**config.mk**
```make
export PLATFORM = sky130hd
export DESIGN_NAME = region_checked_register_map
export DESIGN_NICKNAME = d
export VERILOG_FILES = /design/src/rtl/rcrm_pkg.sv /design/src/rtl/region_checked_register_map.sv /design/src/rtl/rcrm_check.sv /design/src/rtl/rcrm_store.sv
export VERILOG_INCLUDE_DIRS = /design/src /design/src/rtl
export SDC_FILE = /design/constraint.sdc
export NUM_CORES = 2
export LEC_CHECK = 0
export BUFFER_PORTS_ARGS = -buffer_cell sky130_fd_sc_hd__buf_4
export CAP_MARGIN = 20
export CORE_MARGIN = 4
export CORE_UTILIZATION = 55
export DETAILED_ROUTE_END_ITERATION = 7
export GPL_TIMING_DRIVEN = 0
export MAX_ROUTING_LAYER = met4
export PLACE_DENSITY = 0.83
export SETUP_SLACK_MARGIN = 0.1
export SLEW_MARGIN = 5
export SYNTH_ARGS = -nofsm -noshare
export SYNTH_HDL_FRONTEND = slang
export SYNTH_HIERARCHICAL = 1
export SYNTH_SLANG_ARGS = --single-unit
```
**constraint.sdc**
```tcl
create_clock -name clk -period 5.35 [get_ports clk]
set_input_delay 0 -clock clk [delete_from_list [all_inputs] [get_ports clk]]
set_output_delay 0 -clock clk [all_outputs]
set_load 0.01 [all_outputs]
```
**src/rtl/region_checked_register_map_assert.svh**
```systemverilog
// ----------------------------------------------------------------------------
// region checked register map assertion macros
// shorthand for clocked checks, all reset-qualified on the synchronous reset
// ----------------------------------------------------------------------------
`ifndef REGION_CHECKED_REGISTER_MAP_ASSERT_SVH
`define REGION_CHECKED_REGISTER_MAP_ASSERT_SVH

// condition that must hold at every clock edge outside reset
`define RCRM_ASSERT_ALWAYS(lbl, cond, msg) \
  lbl: assert property (@(posedge clk) disable iff (rst) (cond)) else $error(msg);

// condition in one cycle that forces another in the following cycle
`define RCRM_ASSERT_NEXT(lbl, pre, post, msg) \
  lbl: assert property (@(posedge clk) disable iff (rst) (pre) |=> (post)) else $error(msg);

`endif

```
**src/rtl/rcrm_pkg.sv**
```systemverilog
// ----------------------------------------------------------------------------
// rcrm_pkg
// shared types, codes and region bounds of the region checked register map
// ----------------------------------------------------------------------------
package rcrm_pkg;

  // map geometry
  localparam int MAP_BYTES = 256;
  localparam int MAX_BURST = 64;
  localparam int ADDR_W    = $clog2(MAP_BYTES);
  localparam int CNT_W     = $clog2(MAX_BURST + 1);

  // writable spans: key plus define region, and the motor/system command regions
  localparam int WR_LO_LAST  = 15;
  localparam int DEF_FIRST   = 1;
  localparam int WR_HI_FIRST = 128;
  localparam int WR_HI_LAST  = 192;

  // register reset values
  localparam logic [7:0] UNLOCK_KEY_RST = 8'd165;
  localparam logic [7:0] VEL_FIRST_RST  = 8'd128;
  localparam logic [7:0] VEL_LAST_RST   = 8'd143;

  typedef enum logic {
    OP_READ  = 1'b0,
    OP_WRITE = 1'b1
  } opcode_e;

  typedef enum logic [1:0] {
    STAT_OK  = 2'd0,
    STAT_LEN = 2'd1,
    STAT_ACC = 2'd2
  } status_e;

  typedef enum logic [1:0] {
    CFG_UNLOCK_KEY = 2'd0,
    CFG_VEL_FIRST  = 2'd1,
    CFG_VEL_LAST   = 2'd2
  } cfg_reg_e;

  typedef enum logic {
    ST_IDLE,
    ST_READ
  } rd_state_e;

  typedef struct packed {
    opcode_e     opcode;
    logic [7:0]  start_addr;
    logic [7:0]  burst_len;
    logic        lock_flag;
    logic [31:0] now_tick;
    logic [7:0]  wdata;
  } rcrm_in_t;

  typedef struct packed {
    status_e     status;
    logic [7:0]  rdata;
    logic        is_last;
    logic [31:0] last_cmd_tick;
  } rcrm_out_t;

  // checker verdicts for one burst
  typedef struct packed {
    status_e rd_status;
    status_e wr_status;
    logic    overlap;
  } rcrm_chk_t;

  // store write port
  typedef struct packed {
    logic              en;
    logic [ADDR_W-1:0] addr;
    logic [7:0]        data;
  } rcrm_wr_t;

endpackage

```
**src/rtl/region_checked_register_map.sv**
```systemverilog
// ----------------------------------------------------------------------------
// region_checked_register_map
// 256-byte register map with region checked burst reads and writes
// ----------------------------------------------------------------------------
// Write bursts arrive one word per beat and a beat is taken every cycle that
// busy is low; only the last beat of a burst returns a word, carrying the
// verdict fixed on the first beat. A good read of n bytes holds busy while the
// store is read through its single read port, one word per cycle, and until
// the last registered read word is returned; a refused read or a zero length
// write answers with one word on the cycle after it is taken. Results cannot
// be held off by the receiver.
// The store reads as all zero straight out of reset, with no clearing pass.
// Configuration is taken at any cycle (cfg_ready is tied high).
// ----------------------------------------------------------------------------
`include "region_checked_register_map_assert.svh"

module region_checked_register_map (
  input  logic                clk,
  input  logic                rst,
  input  logic                start,
  output logic                busy,
  input  rcrm_pkg::rcrm_in_t  request,
  output logic                result_valid,
  output rcrm_pkg::rcrm_out_t result,
  input  logic                cfg_valid,
  output logic                cfg_ready,
  input  logic [1:0]          cfg_index,
  input  logic [7:0]          cfg_data
);
  import rcrm_pkg::*;

  // configuration
  logic [7:0] unlock_key;
  logic [7:0] vel_first;
  logic [7:0] vel_last;

  // write burst state
  logic              write_active;
  logic [ADDR_W-1:0] write_pointer;
  logic [7:0]        write_remaining;
  status_e           write_verdict;
  logic [31:0]       cmd_tick;

  // read sequencer
  rd_state_e         state;
  rd_state_e         state_next;
  logic [ADDR_W-1:0] rd_addr;
  logic [CNT_W-1:0]  rd_cnt;
  logic              rd_issue;
  logic              rd_vld;
  logic              rd_last;

  // immediate result word
  logic    res_vld;
  status_e res_status;

  logic        accept;
  logic        acc_read;
  logic        acc_write;
  logic        good_read;
  logic        first_beat;
  rcrm_chk_t   chk;
  rcrm_wr_t    wr;
  logic [7:0]  byte0;
  logic [7:0]  mem_data;
  status_e     beat_verdict;
  logic [7:0]  beat_remaining;
  logic [7:0]  rem_after;

  assign cfg_ready = 1'b1;
  assign accept    = start && !busy;
  assign acc_read  = accept && (request.opcode == OP_READ);
  assign acc_write = accept && (request.opcode == OP_WRITE);
  assign good_read = acc_read && (chk.rd_status == STAT_OK);
  assign first_beat = !write_active;

  rcrm_check u_check (
    .req        (request),
    .byte0      (byte0),
    .unlock_key (unlock_key),
    .vel_first  (vel_first),
    .vel_last   (vel_last),
    .chk        (chk)
  );

  rcrm_store u_store (
    .clk     (clk),
    .rst     (rst),
    .wr      (wr),
    .rd_en   (rd_issue),
    .rd_addr (rd_addr),
    .rd_data (mem_data),
    .byte0   (byte0)
  );

  // configuration registers
  always_ff @(posedge clk) begin
    if (rst) begin
      unlock_key <= UNLOCK_KEY_RST;
      vel_first  <= VEL_FIRST_RST;
      vel_last   <= VEL_LAST_RST;
    end else if (cfg_valid && cfg_ready) begin
      unique case (cfg_index)
        CFG_UNLOCK_KEY: unlock_key <= cfg_data;
        CFG_VEL_FIRST:  vel_first  <= cfg_data;
        CFG_VEL_LAST:   vel_last   <= cfg_data;
        default: ;
      endcase
    end
  end

  // verdict, pointer and count of this beat
  always_comb begin
    if (first_beat) begin
      beat_verdict   = chk.wr_status;
      beat_remaining = request.burst_len;
      wr.addr        = request.start_addr;
    end else begin
      beat_verdict   = write_verdict;
      beat_remaining = write_remaining;
      wr.addr        = write_pointer;
    end
    rem_after = beat_remaining - 8'd1;
    wr.data   = request.wdata;
    wr.en     = acc_write && (beat_verdict == STAT_OK)
             && !(first_beat && (request.burst_len == 8'd0));
  end

  // write burst tracking and tick capture
  always_ff @(posedge clk) begin
    if (rst) begin
      write_active    <= 1'b0;
      write_pointer   <= '0;
      write_remaining <= 8'd0;
      write_verdict   <= STAT_OK;
      cmd_tick        <= 32'd0;
    end else if (acc_write && !(first_beat && (request.burst_len == 8'd0))) begin
      if (first_beat && (chk.wr_status == STAT_OK) && chk.overlap) begin
        cmd_tick <= request.now_tick;
      end
      write_active    <= (rem_after != 8'd0);
      write_pointer   <= wr.addr + ADDR_W'(1);
      write_remaining <= rem_after;
      write_verdict   <= beat_verdict;
    end
  end

  // single result words: refused reads, zero length writes, last write beats
  always_ff @(posedge clk) begin
    if (rst) begin
      res_vld    <= 1'b0;
      res_status <= STAT_OK;
    end else begin
      res_vld <= 1'b0;
      if (acc_read && (chk.rd_status != STAT_OK)) begin
        res_vld    <= 1'b1;
        res_status <= chk.rd_status;
      end else if (acc_write && first_beat && (request.burst_len == 8'd0)) begin
        res_vld    <= 1'b1;
        res_status <= STAT_LEN;
      end else if (acc_write && (rem_after == 8'd0)) begin
        res_vld    <= 1'b1;
        res_status <= beat_verdict;
      end
    end
  end

  // read sequencer next state
  always_comb begin
    state_next = state;
    unique case (state)
      ST_IDLE: begin
        if (good_read) begin
          state_next = ST_READ;
        end
      end
      ST_READ: begin
        if (rd_cnt == CNT_W'(1)) begin
          state_next = ST_IDLE;
        end
      end
      default: state_next = ST_IDLE;
    endcase
  end

  // read sequencer outputs
  always_comb begin
    rd_issue = (state == ST_READ);
    busy     = (state == ST_READ) || rd_vld;
  end

  always_ff @(posedge clk) begin
    if (rst) begin
      state   <= ST_IDLE;
      rd_vld  <= 1'b0;
      rd_last <= 1'b0;
      rd_addr <= '0;
      rd_cnt  <= '0;
    end else begin
      state   <= state_next;
      rd_vld  <= rd_issue;
      rd_last <= rd_issue && (rd_cnt == CNT_W'(1));
      if (acc_read) begin
        rd_addr <= request.start_addr;
        rd_cnt  <= request.burst_len[CNT_W-1:0];
      end else if (rd_issue) begin
        rd_addr <= rd_addr + ADDR_W'(1);
        rd_cnt  <= rd_cnt - CNT_W'(1);
      end
    end
  end

  // result word
  always_comb begin
    result_valid         = rd_vld || res_vld;
    result.last_cmd_tick = cmd_tick;
    if (rd_vld) begin
      result.status  = STAT_OK;
      result.rdata   = mem_data;
      result.is_last = rd_last;
    end else begin
      result.status  = res_status;
      result.rdata   = 8'd0;
      result.is_last = 1'b1;
    end
  end

  // checks
  `RCRM_ASSERT_ALWAYS(a_no_word_clash, !(rd_vld && res_vld), "read and single word clash")
  `RCRM_ASSERT_NEXT(a_read_starts, good_read, state == ST_READ, "good read not streamed")
  `RCRM_ASSERT_NEXT(a_stream_ends, rd_vld && rd_last, !rd_vld, "read stream overran")
  `RCRM_ASSERT_ALWAYS(a_burst_count, !write_active || (write_remaining != 8'd0), "burst count")

endmodule

```
**src/rtl/rcrm_check.sv**
```systemverilog
// ----------------------------------------------------------------------------
// rcrm_check
// length, region permission, unlock and command window checks of one burst
// ----------------------------------------------------------------------------
module rcrm_check (
  input  rcrm_pkg::rcrm_in_t  req,
  input  logic [7:0]          byte0,
  input  logic [7:0]          unlock_key,
  input  logic [7:0]          vel_first,
  input  logic [7:0]          vel_last,
  output rcrm_pkg::rcrm_chk_t chk
);
  import rcrm_pkg::*;

  logic [ADDR_W:0] span_end_x;
  logic [ADDR_W:0] last_addr;
  logic            len_bad;
  logic            in_lo;
  logic            in_hi;
  logic            locked_def;
  logic            perm_bad;
  logic            overlap;

  // burst end, one past and inclusive
  assign span_end_x = {1'b0, req.start_addr} + {1'b0, req.burst_len};
  assign last_addr  = span_end_x - (ADDR_W+1)'(1);

  // zero, over limit or past the end of the map
  assign len_bad = (req.burst_len == 8'd0)
                || ({1'b0, req.burst_len} > 9'(MAX_BURST))
                || (span_end_x > (ADDR_W+1)'(MAP_BYTES));

  // writable spans are contiguous, so the whole burst must sit inside one
  assign in_lo = last_addr <= (ADDR_W+1)'(WR_LO_LAST);
  assign in_hi = ({1'b0, req.start_addr} >= (ADDR_W+1)'(WR_HI_FIRST))
              && (last_addr <= (ADDR_W+1)'(WR_HI_LAST));

  // define region touched while byte 0 does not hold the key
  assign locked_def = in_lo && (last_addr >= (ADDR_W+1)'(DEF_FIRST))
                   && (byte0 != unlock_key);
  assign perm_bad   = !(in_lo || in_hi) || locked_def;

  // window overlap, taken as is for an inverted window
  assign overlap = (req.start_addr <= vel_last) && (last_addr >= {1'b0, vel_first});

  always_comb begin
    chk.overlap   = overlap;
    // every byte of the map is readable
    chk.rd_status = len_bad ? STAT_LEN : STAT_OK;
    if (len_bad) begin
      chk.wr_status = STAT_LEN;
    end else if (perm_bad || (overlap && req.lock_flag)) begin
      chk.wr_status = STAT_ACC;
    end else begin
      chk.wr_status = STAT_OK;
    end
  end

endmodule

```
**src/rtl/rcrm_store.sv**
```systemverilog
// ----------------------------------------------------------------------------
// rcrm_store
// byte store with one write and one registered read port, cleared by reset
// ----------------------------------------------------------------------------
module rcrm_store (
  input  logic                          clk,
  input  logic                          rst,
  input  rcrm_pkg::rcrm_wr_t            wr,
  input  logic                          rd_en,
  input  logic [rcrm_pkg::ADDR_W-1:0]   rd_addr,
  output logic [7:0]                    rd_data,
  output logic [7:0]                    byte0
);
  import rcrm_pkg::*;

  logic [7:0]           mem [MAP_BYTES];
  logic [MAP_BYTES-1:0] vld;
  logic [7:0]           rd_q;
  logic                 rd_hit;

  // memory array
  always_ff @(posedge clk) begin
    if (wr.en) begin
      mem[wr.addr] <= wr.data;
    end
    if (rd_en) begin
      rd_q <= mem[rd_addr];
    end
  end

  // written marks, an unwritten entry reads as zero
  always_ff @(posedge clk) begin
    if (rst) begin
      vld    <= '0;
      rd_hit <= 1'b0;
    end else begin
      if (wr.en) begin
        vld[wr.addr] <= 1'b1;
      end
      if (rd_en) begin
        rd_hit <= vld[rd_addr];
      end
    end
  end

  assign rd_data = rd_hit ? rd_q : 8'd0;

  // copy of byte 0 for the unlock check
  always_ff @(posedge clk) begin
    if (rst) begin
      byte0 <= 8'd0;
    end else if (wr.en && (wr.addr == '0)) begin
      byte0 <= wr.data;
    end
  end

endmodule
```
# [Yosys cells after proc, flatten, opt, wreduce, memory -nomap -nowiden]
# Memories as Yosys holds them, arrays and structs flattened. A register that Yosys moved wholly into a read port is not among the register bits.
# Index checks and enable logic that the tools add are counted.
[word_totals] regBits=361 mem_bits_rw=2048 n_memories=1
[mem_list] memory="u_store.mem" depth=256 width=8 read_ports=1 rd_clocked_by_memory_dff=1 write_ports=1 line="rcrm_store.sv:16" rtl="logic [7:0] mem [MAP_BYTES];"
[op_classes] bitwise_logic=3 n_addsub=6 reduce_logical=48 n_mux=27 n_eq_ne=4 order_cmp=11
[op_table] operator="$or A256 B256 Y256" n=1
[op_table] operator="$mux W8" n=5
[op_table] operator="$logic_not A8 Y1" n=3
[op_table] operator="$logic_and A1 B1 Y1" n=22
[op_table] operator="$lt A8 B9 Y1 const B" n=2
[op_table] operator="$add A8 B1 Y8 const B" n=2
[op_table] operator="$mux W7" n=2
[op_table] operator="$mux W2" n=6
[op_table] operator="$mux W11" n=1
[op_table] operator="$mux W1" n=10
[op_table] operator="$add A8 B8 Y9" n=1
[op_table] operator="$ge A9 B1 Y1 const B" n=1
[op_table] operator="$ge A9 B8 Y1" n=1
[op_table] operator="$gt A9 B9 Y1 const B" n=1
[op_table] operator="$le A9 B4 Y1 const B" n=1
[op_table] operator="$le A9 B8 Y1 const B" n=1
[op_table] operator="$sub A9 B1 Y9 const B" n=1
[op_table] operator="$bmux W1 S8" n=1
[op_table] operator="$demux W1 S8" n=1
[op_table] operator="$ge A8 B1 Y1 const B" n=1
[op_table] operator="$ge A8 B8 Y1 const B" n=1
[op_table] operator="$gt A8 B7 Y1 const B" n=1
[op_table] operator="$le A8 B8 Y1" n=1
[op_table] operator="$logic_not A2 Y1" n=4
[op_table] operator="14 further kinds" n=28

# [Depth between registers and ports, before layout]
[logic_depth] ltp_word=16 ltp_mapped=26 mapped_depth_nobuf=23

# [By module]
# The synthesis kept the hierarchy.
[modules_own_cells] mod="rcrm_store" area_per_inst_um2=88451.1 n_inst=1 cells_per_inst=4582
[modules_own_cells] mod="region_checked_register_map" area_per_inst_um2=4573.1 n_inst=1 cells_per_inst=560
[modules_own_cells] mod="rcrm_check" area_per_inst_um2=1275.0 n_inst=1 cells_per_inst=170

# [Least setup slack after synthesis]
# OpenSTA, ideal clock, no wires.
[synth_path] path_type="input port to flip-flop" from="input port request[41] (netlist name)" to="memory u_store.mem[102][0] (enable)" path_slack_ns=0.539 t_arrival_ns=4.437 cell_stages=23 path_buffers=3 t_required_ns=4.976 path_cell_list="ha_1 > inv_1 > fa_1 > and2b_4 > nand3b_1 > or2_1 > a21oi_2 > and3_4 > xnor2_2 > ha_1 > nand2b_1 > nand4_1 > a21oi_1 > nor2_1 > o211ai_1 > a31oi_1 > mux2i_1 > nor3b_1 > clkbuf_1 > buf_1 > nand3_1 > clkbuf_1 > nor2_1"
[synth_rtl] item="start, declared" line="region_checked_register_map.sv:22" rtl="input rcrm_pkg::rcrm_in_t request,"
[synth_rtl] item="end, declared" line="rcrm_store.sv:16"

==> flow_summary.ini <==
[pwr]
p_seq_share_pct = 52.4
vdd_ir_drop_max_mv = 0.360
switching_power_mw = 9.00
power_frac_comb_pct = 6.9
leakage_nw = 34.3
p_clk_share_pct = 40.7
power.density_nw_per_um2 = 356
power_mw = 39.1
p_int_mw = 30.1
sw_frac_of_total_pct = 23.0

[route]
antenna_left = 0
drt_iter0_drc = 10685
firstDrtPassIters = 8
wl_per_cell_microns = 36.7
vias = 58290
drt_wl_total_microns = 306000
vias_per_cell = 6.98
route.detailed.drc = 12

[finish]
ff_latch_area_sq_um = 69000
num-fill-cells = 10441
post-route-cell-area_sq_um = 110000
area.growth.synth_to_final_pct = 16.3
multiInputGateArea_sq_um = 24700
drive_gt1_share_pct = 24.9
final-instance-count-excl-fill = 8350
finish.net_count = 6021

[timing]
max_freq_mhz = 188
slew_violations = 11
holdWs_ps = 35.0
rsz0062_at_grt = true
fin_ws_ps = 41.0
finalHoldViolations = 0
final_period_minus_worst_setup_slack_ps = 5310
post-route-period-util_pct = 99.2
worst_pin_slew_ps = 1570
relSlewSlack_pct = -4.35
setup_viol = 0
finClkSkew_ps = 61.8

[placement]
globalplace.congestion = 1.08
hpwl_microns = 194000
place_area_sq_um = 98700
dp.cells = 7683
port_buffers = 116
dpl_worst_slack_ps = -2040

[die]
row_count = 151
ios = 118
core_area_sq_um = 170000
die_x_microns = 422
die_y_microns = 422
die-area_sq_um = 178000
start_util_pct = 55.5

[grt]
antenna_found_initial = 19
track_usage_pct = 34.7
grt_pass1_vias = 56700
grt_pass1_wl_microns = 423000
gr-total-overflow = 0
grt_max_degree = 146

[synthesis]
synth_edf_count = 2056
synth_area_sq_um = 94300
synth.top_cell.area_share_pct = 65.5
synthCells = 5312
yosysSeqAreaShare_pct = 73.1
synth_ff_type = edfxtp_1
synth_nets = 5418
ys_top_cells_by_count = 2056 x edfxtp_1, 759 x nor2_1, 562 x mux4_2
ys_ff_latch = 2417
yosys_warnings = 6
synth_cell_types = 88
synth_area_leaders = edfxtp_1 65%, mux4_2 13%, dfxtp_1 7.7%
synth_top_area_cell = edfxtp_1
syn_avg_cell_area_sq_um = 17.8
ys_async_sr_fraction_pct = 0
post-synth-top-count-cell = edfxtp_1

[clock_network]
cts_buffers = 219
cts.clk_slew.worst_paths_ps = 70
clk_latency_ps = 890
root_buffer = clkbuf_16
htreeDepth = 4
clock-sinks = 2417
cts_max_path_buffers = 3
cts_tree = yes

[critical_path]
crit_fanout = 10
cp-start-kind = input port
arrival_ps = 5790
worstRegToRegCells = 11
end_kind = flop
r2r_slack_ps = 90
path_class = input port to flop
cp.required_ps = 5830

[outcome]
status = complete, but fails checks
violations = DRC, capacitance limit, slew limit

[hold_path]
hold_class = input port to flop
whs_path_depth = 4

[run]
drv_cap = 1
## per-layer routing
layer	GRT usage (%)	wire [microns]	vias up
li1	-	-	22316
met1	42.0	96300	29164
met2	49.4	136000	5515
met3	13.8	49600	1295
met4	20.9	24000	0
met5	-	0	-
## sequential cells by signal, indices dropped and copies added, names as in the netlist, 2 cells and up
register and cells:
unlock_key 8, vel_last 8, rd_addr 8, write_verdict 2
cmd_tick 32, write_remaining 8, rd_cnt 7, u_store/byte0 8
u_store/vld 256, write_pointer 8, u_store/rd_q 8, vel_first 8
u_store/mem 2048, res_status 2
## cell families (layout without fill, tap and decap cells)
group	count (synthesis)	count (layout)	share of synthesized area, %
flip-flops	2417	2417	73.1
AO/OA/AOI/OAI	659	659	4.70
adder cells (fa/ha/maj)	34	34	0.459
AND/OR/NAND/NOR	1179	1179	5.37
multiplexers	627	627	14.1
buffers and inverters	361	1156	1.86
XOR/XNOR	33	33	0.342
other	2	27	0.00796
## power by group through the flow
stage,logic [mW],clock network [mW],registers (mW)
after floorplan,1.30,0,20.9
after global placement,2.30,0,20.9
after detailed placement,2.40,0,20.9
after CTS,2.53,15.9,20.5
after global routing,2.74,16.8,20.5
final,2.69,15.9,20.5
## metrics by stage
| stage | utilization (%) | setup TNS (ps) |
|---|---|---|
| after floorplan | - | 0 |
| after global placement | 57.7 | -3244830 |
| after detailed placement | 58.1 | -2896150 |
| after CTS | 63.6 | 0 |
| after global routing | 64.6 | -4330 |
| final | 64.6 | 0 |
## cells in the final DEF (no fill, tap or decap), types with 43 or more instances in the layout
cell type,instances
nor2_1,590
a21oi_1,229
clkinv_1,44
buf_6,48
dlygate4sd3_1,152
clkinv_2,43
nor2_4,132
clkbuf_16,221
buf_2,77
dfxtp_1,361
clkbuf_1,191
a22oi_1,273
mux2i_1,53
edfxtp_1,2056
buf_4,165
nand2_1,176
mux4_2,562
## final cells by class
type	count	area share (%)
Sequential cell	2417	62.9
Multi-Input combinational cell	2534	22.5
Clock buffer	266	5.31
Timing Repair Buffer	382	3.76
Tap cell	2218	2.53
Buffer	326	1.51
Clock inverter	147	1.32
Inverter	35	0.123
Antenna cell	25	0.0570
## worst max-delay path: stages
cell and delay, ps:
buf_4 120, ha_1 190, inv_1 60, fa_1 420
nand2b_1 190, a21oi_1 190, o21ai_0 130, a21o_1 180
buf_4 170, and3_4 200, xnor2_2 210, ha_1 320
o2111ai_1 170, o22ai_1 120, a21o_1 180, o211ai_1 210
a31oi_1 220, mux2i_1 310, nor3b_4 380, clkbuf_4 290
nand3_1 210, clkbuf_1 330, nor2_1 960
## repair_timing
action	in CTS	in global routing
buffers inserted	7	37
hold buffers	152	0
hold endpoints to repair	1153	0
resized for setup	189	161
setup endpoints to repair	2091	1699
pin swaps	6	32
## path summary, 6_finish.rpt
path,to,startpoint
setup / recovery,u_store/mem[12][6],request[49]
hold / removal,rd_addr[1],request[50]
setup reg to reg,u_store/rd_q[6],rd_addr[4]
hold reg to reg,write_pointer[7],write_pointer[7]
Note: power is estimated with default switching activity, not from simulation.
